### config.mk
export PLATFORM = sky130hd
export DESIGN_NAME = hqle_arith
export DESIGN_NICKNAME = d
export VERILOG_FILES = /design/src/history_q_learning_engine_core_defines.svh /design/src/hqle_pkg.sv /design/src/hqle_arith.sv
export SDC_FILE = /design/constraint.sdc
export NUM_CORES = 2
export LEC_CHECK = 0
export BUFFER_PORTS_ARGS = -buffer_cell sky130_fd_sc_hd__buf_2
export CAP_MARGIN = 20
export CORE_UTILIZATION = 60
export CTS_BUF_LIST = sky130_fd_sc_hd__clkbuf_16
export CTS_CLUSTER_DIAMETER = 200
export DETAILED_ROUTE_END_ITERATION = 12
export GPL_TIMING_DRIVEN = 1
export PLACE_DENSITY = 0.83
export SLEW_MARGIN = 25
export SYNTH_ARGS = -nofsm -noshare
export SYNTH_HDL_FRONTEND = slang
export SYNTH_SLANG_ARGS = --single-unit
### constraint.sdc
create_clock -name i_clk -period 7.3 [get_ports i_clk]
set_input_delay 1.095 -clock i_clk [delete_from_list [all_inputs] [get_ports i_clk]]
set_output_delay 1.095 -clock i_clk [all_outputs]
set_load 0.01 [all_outputs]
### src/history_q_learning_engine_core_defines.svh
// Assertion macros for the history Q-learning engine.
`ifndef HISTORY_Q_LEARNING_ENGINE_CORE_DEFINES_SVH
`define HISTORY_Q_LEARNING_ENGINE_CORE_DEFINES_SVH

// Same-cycle implication, disabled while reset is low.
`define HQLE_ASSERT_IMP(label, clk, rst_n, ante, cons, msg) \
    label: assert property (@(posedge clk) disable iff (!rst_n) (ante) |-> (cons)) \
        else $error(msg);

// Next-cycle implication, disabled while reset is low.
`define HQLE_ASSERT_NXT(label, clk, rst_n, ante, cons, msg) \
    label: assert property (@(posedge clk) disable iff (!rst_n) (ante) |=> (cons)) \
        else $error(msg);

`endif

### src/hqle_pkg.sv
// Shared types, codes and constants of the history Q-learning engine.
`timescale 1ns / 1ps
package hqle_pkg;

    localparam int OBS_COUNT_DEF     = 12;
    localparam int ACTION_COUNT_DEF  = 7;
    localparam int HISTORY_STEPS_DEF = 1;
    localparam int TABLE_DEPTH_DEF   = OBS_COUNT_DEF * OBS_COUNT_DEF * ACTION_COUNT_DEF
                                       * ACTION_COUNT_DEF;

    localparam int Q_W      = 32;
    localparam int RATE_W   = 16;
    localparam int EPLEN_W  = 7;
    localparam int ENT_W    = 4;
    localparam int ACT_IN_W = 3;
    localparam int ROW_IN_W = 10;
    localparam int STEP_W   = 6;
    localparam int CFG_W    = 16;
    localparam int IN_DATA_W  = 88;
    localparam int OUT_DATA_W = 40;

    // input tdata layout
    localparam int IN_ACT_LO  = 0;
    localparam int IN_OBS_LO  = 3;
    localparam int IN_REW_LO  = 7;
    localparam int IN_ROW_LO  = 39;
    localparam int IN_LVAL_LO = 49;

    localparam logic [RATE_W-1:0]  DISCOUNT_RST = 16'd62259;
    localparam logic [RATE_W-1:0]  LEARN_RST    = 16'd55706;
    localparam logic [EPLEN_W-1:0] EPLEN_RST    = 7'd20;
    localparam logic [ENT_W-1:0]   INIT_OBS_RST = 4'd0;
    localparam logic [EPLEN_W-1:0] EPLEN_MIN    = 7'd2;
    localparam logic [EPLEN_W-1:0] EPLEN_MAX    = 7'd64;

    localparam logic [1:0] REG_DISCOUNT = 2'd0;
    localparam logic [1:0] REG_LEARN    = 2'd1;
    localparam logic [1:0] REG_EPLEN    = 2'd2;
    localparam logic [1:0] REG_INIT_OBS = 2'd3;

    typedef enum logic [1:0] {
        CMD_LOAD  = 2'd0,
        CMD_START = 2'd1,
        CMD_STEP  = 2'd2
    } t_cmd;

    typedef enum logic [2:0] {
        S_IDLE,
        S_READQ,
        S_SCAN,
        S_CALC,
        S_WAIT,
        S_OUT
    } t_state;

    typedef struct packed {
        logic              start;
        logic              term;
        logic [Q_W-1:0]    reward;
        logic [Q_W-1:0]    maxq;
        logic [Q_W-1:0]    q;
        logic [RATE_W-1:0] discount;
        logic [RATE_W-1:0] learn;
    } t_arith_req;

    typedef struct packed {
        logic           done;
        logic [Q_W-1:0] value;
    } t_arith_rsp;

endpackage

### src/hqle_arith.sv
// Six-stage update datapath: rounded target, difference, scaled gap, saturation.
`timescale 1ns / 1ps
module hqle_arith
    import hqle_pkg::*;
(
    input  logic       i_clk,
    input  logic       i_rst_n,
    input  t_arith_req i_req,
    output t_arith_rsp o_rsp
);

    logic [5:0]            r_vld;
    t_arith_req            r_req;
    logic signed [48:0]    r_p1;
    logic signed [49:0]    r_tgt;
    logic signed [34:0]    r_diff;
    logic signed [51:0]    r_p2;
    logic signed [35:0]    r_gap;
    logic [Q_W-1:0]        r_res;

    logic signed [34:0]    diff_term;
    logic signed [34:0]    diff_step;
    logic signed [51:0]    p2_rnd;
    logic signed [36:0]    sum;

    always_comb begin
        diff_term = $signed({{3{r_req.reward[Q_W-1]}}, r_req.reward})
                  - $signed({{3{r_req.q[Q_W-1]}}, r_req.q});
        diff_step = $signed({r_tgt[49], r_tgt[49:16]})
                  - $signed({{3{r_req.q[Q_W-1]}}, r_req.q});
        p2_rnd    = r_p2 + 52'sh8000;
        sum       = $signed({{5{r_req.q[Q_W-1]}}, r_req.q}) + $signed({r_gap[35], r_gap});
    end

    always_ff @(posedge i_clk) begin
        if (!i_rst_n) begin
            r_vld <= '0;
        end else begin
            r_vld <= {r_vld[4:0], i_req.start};
        end
    end

    always_ff @(posedge i_clk) begin
        if (i_req.start) begin
            r_req <= i_req;
            r_p1  <= $signed({1'b0, i_req.discount}) * $signed(i_req.maxq);
        end
        if (r_vld[0]) begin
            // low half of reward*2^16 is zero, so the rounding constant drops in there
            r_tgt <= $signed({{2{r_req.reward[Q_W-1]}}, r_req.reward, 16'h8000})
                   + $signed({r_p1[48], r_p1});
        end
        if (r_vld[1]) begin
            r_diff <= r_req.term ? diff_term : diff_step;
        end
        if (r_vld[2]) begin
            r_p2 <= $signed({1'b0, r_req.learn}) * r_diff;
        end
        if (r_vld[3]) begin
            r_gap <= p2_rnd[51:16];
        end
        if (r_vld[4]) begin
            if (sum[36:31] == 6'b000000 || sum[36:31] == 6'b111111) begin
                r_res <= sum[31:0];
            end else if (sum[36]) begin
                r_res <= 32'h8000_0000;
            end else begin
                r_res <= 32'h7FFF_FFFF;
            end
        end
    end

    assign o_rsp.done  = r_vld[5];
    assign o_rsp.value = r_res;

endmodule

* Word level (Yosys, flattened, before mapping) *
Cells that the tools add are included.

storage, ports and cells
  output and inout port bits = 33
  flip-flop bits (word level) = 341
  word-level logic and storage cells = 24

cells by class
  add/sub/neg operators = 5
  multiplexer cells = 3
  reduce and logical (&&, ||, !) cells = 2
  eq/ne operators = 1
  multipliers = 2

operators with widths
  kind                      count
  $mux W32                  2
  $add A52 B17 Y52 const B  1
  $mul A17 B35 Y52          1
  $add A48 B49 Y50          1
  $mul A17 B32 Y49          1
  $add A32 B36 Y37          1
  $mux W35                  1
  $sub A34 B32 Y35          1
  $sub A32 B32 Y33          1
  $eq A6 B6 Y1 const B      1
  $logic_not A6 Y1          1
  $logic_or A1 B1 Y1        1

* Depth between registers and ports, before layout *
  depth after elaboration = 4
  gate-level depth with buffers = 26

* Worst setup path before layout *
OpenSTA, ideal clock, no wires.

  kind = input -> register
  start = input i_req[71] (netlist name)
  end = register r_p1[48], data pin
  library setup time = 0.260 ns
  arrival = 7.095 ns
  cell stages on the path = 24
  path slack = -0.055 ns
  path through = clkbuf_1 > nand2_1 > fa_1 > inv_1 > fa_1 > inv_1 > fa_1 > inv_1 > fa_1 > fa_1 > inv_1 > fa_1 > inv_1 > ha_1 > nand2_1 > nor4b_1 > a21oi_1 > a211oi_1 > nor3b_1 > o31ai_1 > a31oi_1 > o31ai_1 > a21oi_1 > xnor2_1

on the way
  word-level cells in the longest chain between the ends = 1

ends and longest elaborated chain
  element                 RTL line          text
  start: declaration      hqle_arith.sv:8   input t_arith_req i_req,
  $mul A17 B32 Y49        hqle_arith.sv:46  r_p1 <= $signed({1'b0, i_req.discount}) * $signed(i_req.maxq);
  end signal: assignment  hqle_arith.sv:46
  end: declaration        hqle_arith.sv:14  logic signed [48:0] r_p1;

No other way between the ends.
A chain may end at the register's enable or synchronous reset.

* Final worst setup path *
  start = register r_diff[13]
  end = register r_p2[51], data pin

on the way
  word-level cells in the longest chain between the ends = 1

ends and longest elaborated chain
  element                   RTL line          text
  start: declaration        hqle_arith.sv:16  logic signed [34:0] r_diff;
  start signal: assignment  hqle_arith.sv:54  r_diff <= r_req.term ? diff_term : diff_step;
  $mul A17 B35 Y52          hqle_arith.sv:57  r_p2 <= $signed({1'b0, r_req.learn}) * r_diff;
  end signal: assignment    hqle_arith.sv:57
  end: declaration          hqle_arith.sv:17  logic signed [51:0] r_p2;

No other way between the ends.

==> results.py <==
metrics = {
    "yosys": {
        "ys_ff_latch": 295,
        "syn_nets": 7039,
        "ys_seq_area_frac": 0.167,
        "yosys.cell_count.top_type": "inv_1",
        "synth_ff_type": "edfxtp_1",
        "ys_top_cells_by_area": "fa_1 (39%), edfxtp_1 (16%), ha_1 (8.8%), inv_1 (8.6%), nand2_1 (5.7%)",
        "syn_inst": 5515,
        "yosys.area.top_type": "fa_1",
        "syn_area_per_cell_um2": 9.58,
        "synth_commonest_cells": "inv_1 (1215), fa_1 (1020), nand2_1 (797)",
        "netlist_area_um2": 52800,
        "yosys.area.top_type_share": 0.387,
        "synthDistinctLibCells": 85,
        "synth_edf_count": 289,
        "yosys_warnings": 0,
        "synth-async-reset-ratio": 0,
    },
    "cells_and_area": {
        "fillCellCount": 6461,
        "syn_to_final_growth_pct": 9.71,
        "finalNetCount": 7331,
        "multiInputGateArea_um2": 38700,
        "ff_latch_area_um2": 8800,
        "drive_above_1_share": 0.0976,
    },
    "timing": {
        "fin_tns_setup_ps": 0,
        "finalClockSkew_ps": 25.8,
        "slew_violations": 0,
        "setup_viol": 0,
        "max_freq_ghz": 0.142,
        "final_hold_viol_count": 0,
        "min_period_ps": 7060,
        "worst_pin_slew_ps": 1010,
        "finalCritPeriodShare": 0.968,
        "maxSlewHeadroom": 0.324,
        "rsz0062_at_grt": "yes",
    },
    "worst_hold_path": {
        "hp-start": "r_p2[22]",
        "holdPathEnd": "r_gap[6]",
        "min_delay_path_depth": 1,
        "min_path_type": "reg2reg",
    },
    "critical_path": {
        "cp_cell_sequence": "and2_1, fa_1, inv_1, fa_1, fa_1, inv_1, fa_1, fa_1, inv_1, fa_1, inv_1, ha_1, nand2_1, o21ai_0, a211oi_1, nor3_1, nand4_1, a21oi_1, buf_4, o211ai_1, and3b_1, nor3_1, xnor2_1",
        "crit_path_start_kind": "flop",
        "cp.arrival_ps": 7360,
        "worst_path_max_delay_cell": "edfxtp_1",
        "critical_path.most_common_cell": "fa_1",
        "reg2reg_depth": 23,
        "reg2reg_from": "r_diff[13]",
        "rr_endpoint": "r_p2[51]",
        "required_ps": 7600,
        "critPathCaptureType": "flop",
        "crit_path_max_fanout": 16,
        "slowest_delay_ps": 730,
        "reg2reg_setup_slack_ps": 240,
        "path_class": "reg2reg",
    },
    "job": {
        "drv_cap": 0,
    },
    "grt": {
        "grt_usage": 0.302,
        "antenna_found_initial": 15,
        "grt_pass1_wl_mm": 213,
        "first_global_vias": 41900,
        "grt_max_degree": 62,
        "grt_overflow": 0,
    },
    "floorplan": {
        "die_y_um": 299,
        "fp.coreArea_um2": 87000,
        "die_width_um": 299,
        "io_pins": 165,
        "initial_core_util": 0.607,
        "row_count": 108,
        "dieArea_um2": 89200,
    },
    "outcome": {
        "status": "completed",
    },
    "cts": {
        "numCtsBuffers": 34,
        "root_buffer": "clkbuf_16",
        "clock_sinks": 295,
        "htreeDepth": 2,
        "cts_tree": "done",
        "clock_path_buffers": 3,
        "clock_latency_ps": 570,
        "path_clk_slew_ps": 60,
    },
    "routing": {
        "first_pass_iters": 7,
        "wl_met1_mm": 49.2,
        "wl_met3_mm": 13.5,
        "vias": 39300,
        "viasPerCell": 5.62,
        "dr_wl_met2_mm": 64.7,
        "dr.first_iter.drc_count": 3120,
        "drc": 0,
        "antenna_left": 0,
        "top_layer": "met5",
        "routed_wl_mm": 132,
        "post_drt_wl_per_cell_um": 18.9,
    },
    "placement": {
        "dp_hpwl_mm": 110,
        "routabilityCongestion": 0.976,
        "io_buffers": 164,
    },
}
[how the worst max path moves through the flow]
stage                    start        to  slack [ps]
floorplan            i_req[71]  r_p1[48]          60
CTS                  i_req[18]  r_p1[42]         240
finish              r_diff[13]  r_p2[51]         240
global placement     i_req[18]  r_p1[48]        -240
global route        r_diff[13]  r_p2[48]         -30
detailed placement   i_req[18]  r_p1[42]        -360
[placed cells by master (no fill, tap or decap), types with 7 or more instances in the layout]
master,Yosys,routed
inv_1,1215,1217
fa_1,1020,1020
nand2_1,797,797
and2_1,401,401
ha_1,372,372
edfxtp_1,289,289
buf_4,1,270
a21oi_1,187,187
buf_2,4,163
xnor2_1,145,145
nor2_1,122,122
a21o_1,105,105
o21ai_0,99,99
xor2_1,79,79
nand3_1,43,43
nor3_1,37,37
and3_1,34,34
clkbuf_16,0,34
o21ai_2,30,30
nand4_1,27,27
nand2b_1,27,27
o21a_1,26,26
buf_12,0,25
a211oi_1,23,23
o211ai_1,22,22
o21bai_1,19,19
nor2b_1,19,19
or3_1,14,14
a31oi_1,14,14
o31ai_1,13,11
a41oi_1,8,8
a31o_2,8,8
and4_1,7,7
mux2i_1,7,7
[state kept, by name, indices dropped and copies added, names as in the netlist]
signal  flops
r_vld       6
r_req      81
r_tgt      34
r_gap      36
r_diff     35
r_p1       34
r_res      32
r_p2       37
[area by class of cell]
cell class / instances / area share
flip-flops and latches: 295 / 0.152
multi-input cells: 3802 / 0.667
inverters: 1215 / 0.0787
well taps: 1155 / 0.0249
clock inverters: 26 / 0.00402
repair buffers: 459 / 0.0582
clock buffers: 34 / 0.0147
diodes: 6 / 0.000259
[through the flow]
step                hold WS (ps)  utilization  cell area (um2)  setup WS (ps)  cells
finish                       589        0.666            58000            236   6992
global route                 590        0.666            57900          -27.8   6987
CTS                          579        0.662            57600            239   6959
detailed placement           564        0.650            56500           -364   6899
global placement             552        0.650            56500           -240   6899
floorplan                    542            -            52800           61.5   5515
[cells by family after synthesis]
| family | count (synthesis) | synth area share |
|---|---|---|
| buf+inv | 1418 | 0.102 |
| simple gates | 1560 | 0.141 |
| fa+ha+maj | 1392 | 0.475 |
| mux | 8 | 0.00161 |
| flops | 295 | 0.167 |
| compound gates | 618 | 0.0776 |
| xor+xnor | 224 | 0.0371 |
[timing repair]
| action | 4_1_cts | 5_1_grt |
|---|---|---|
| hold buffers | 0 | 0 |
| resized for setup | 0 | 3 |
| setup buffers | 0 | 26 |
| endpoints found under the setup margin | 0 | 15 |
[worst max-delay path, delay by kind of cell (launching register included)]
kind,cells,cell delay [ps]
adders and majority gates,7,3380
xor gates and xnor gates,1,120
AOI/OAI and AO/OA,4,750
buffers and inverters,5,390
and+or+nand+nor,6,1420
DFF,1,730
[metal layers]
| layer | up-vias | global-route usage |
|---|---|---|
| li1 | 17600 | - |
| met1 | 19600 | 0.373 |
| met2 | 1808 | 0.516 |
| met3 | 381 | 0.0772 |
| met4 | 22 | 0.102 |
| met5 | - | 0 |
Power is not shown: default switching activity piles up to over one toggle a cycle in this logic, so the estimate is an artifact.
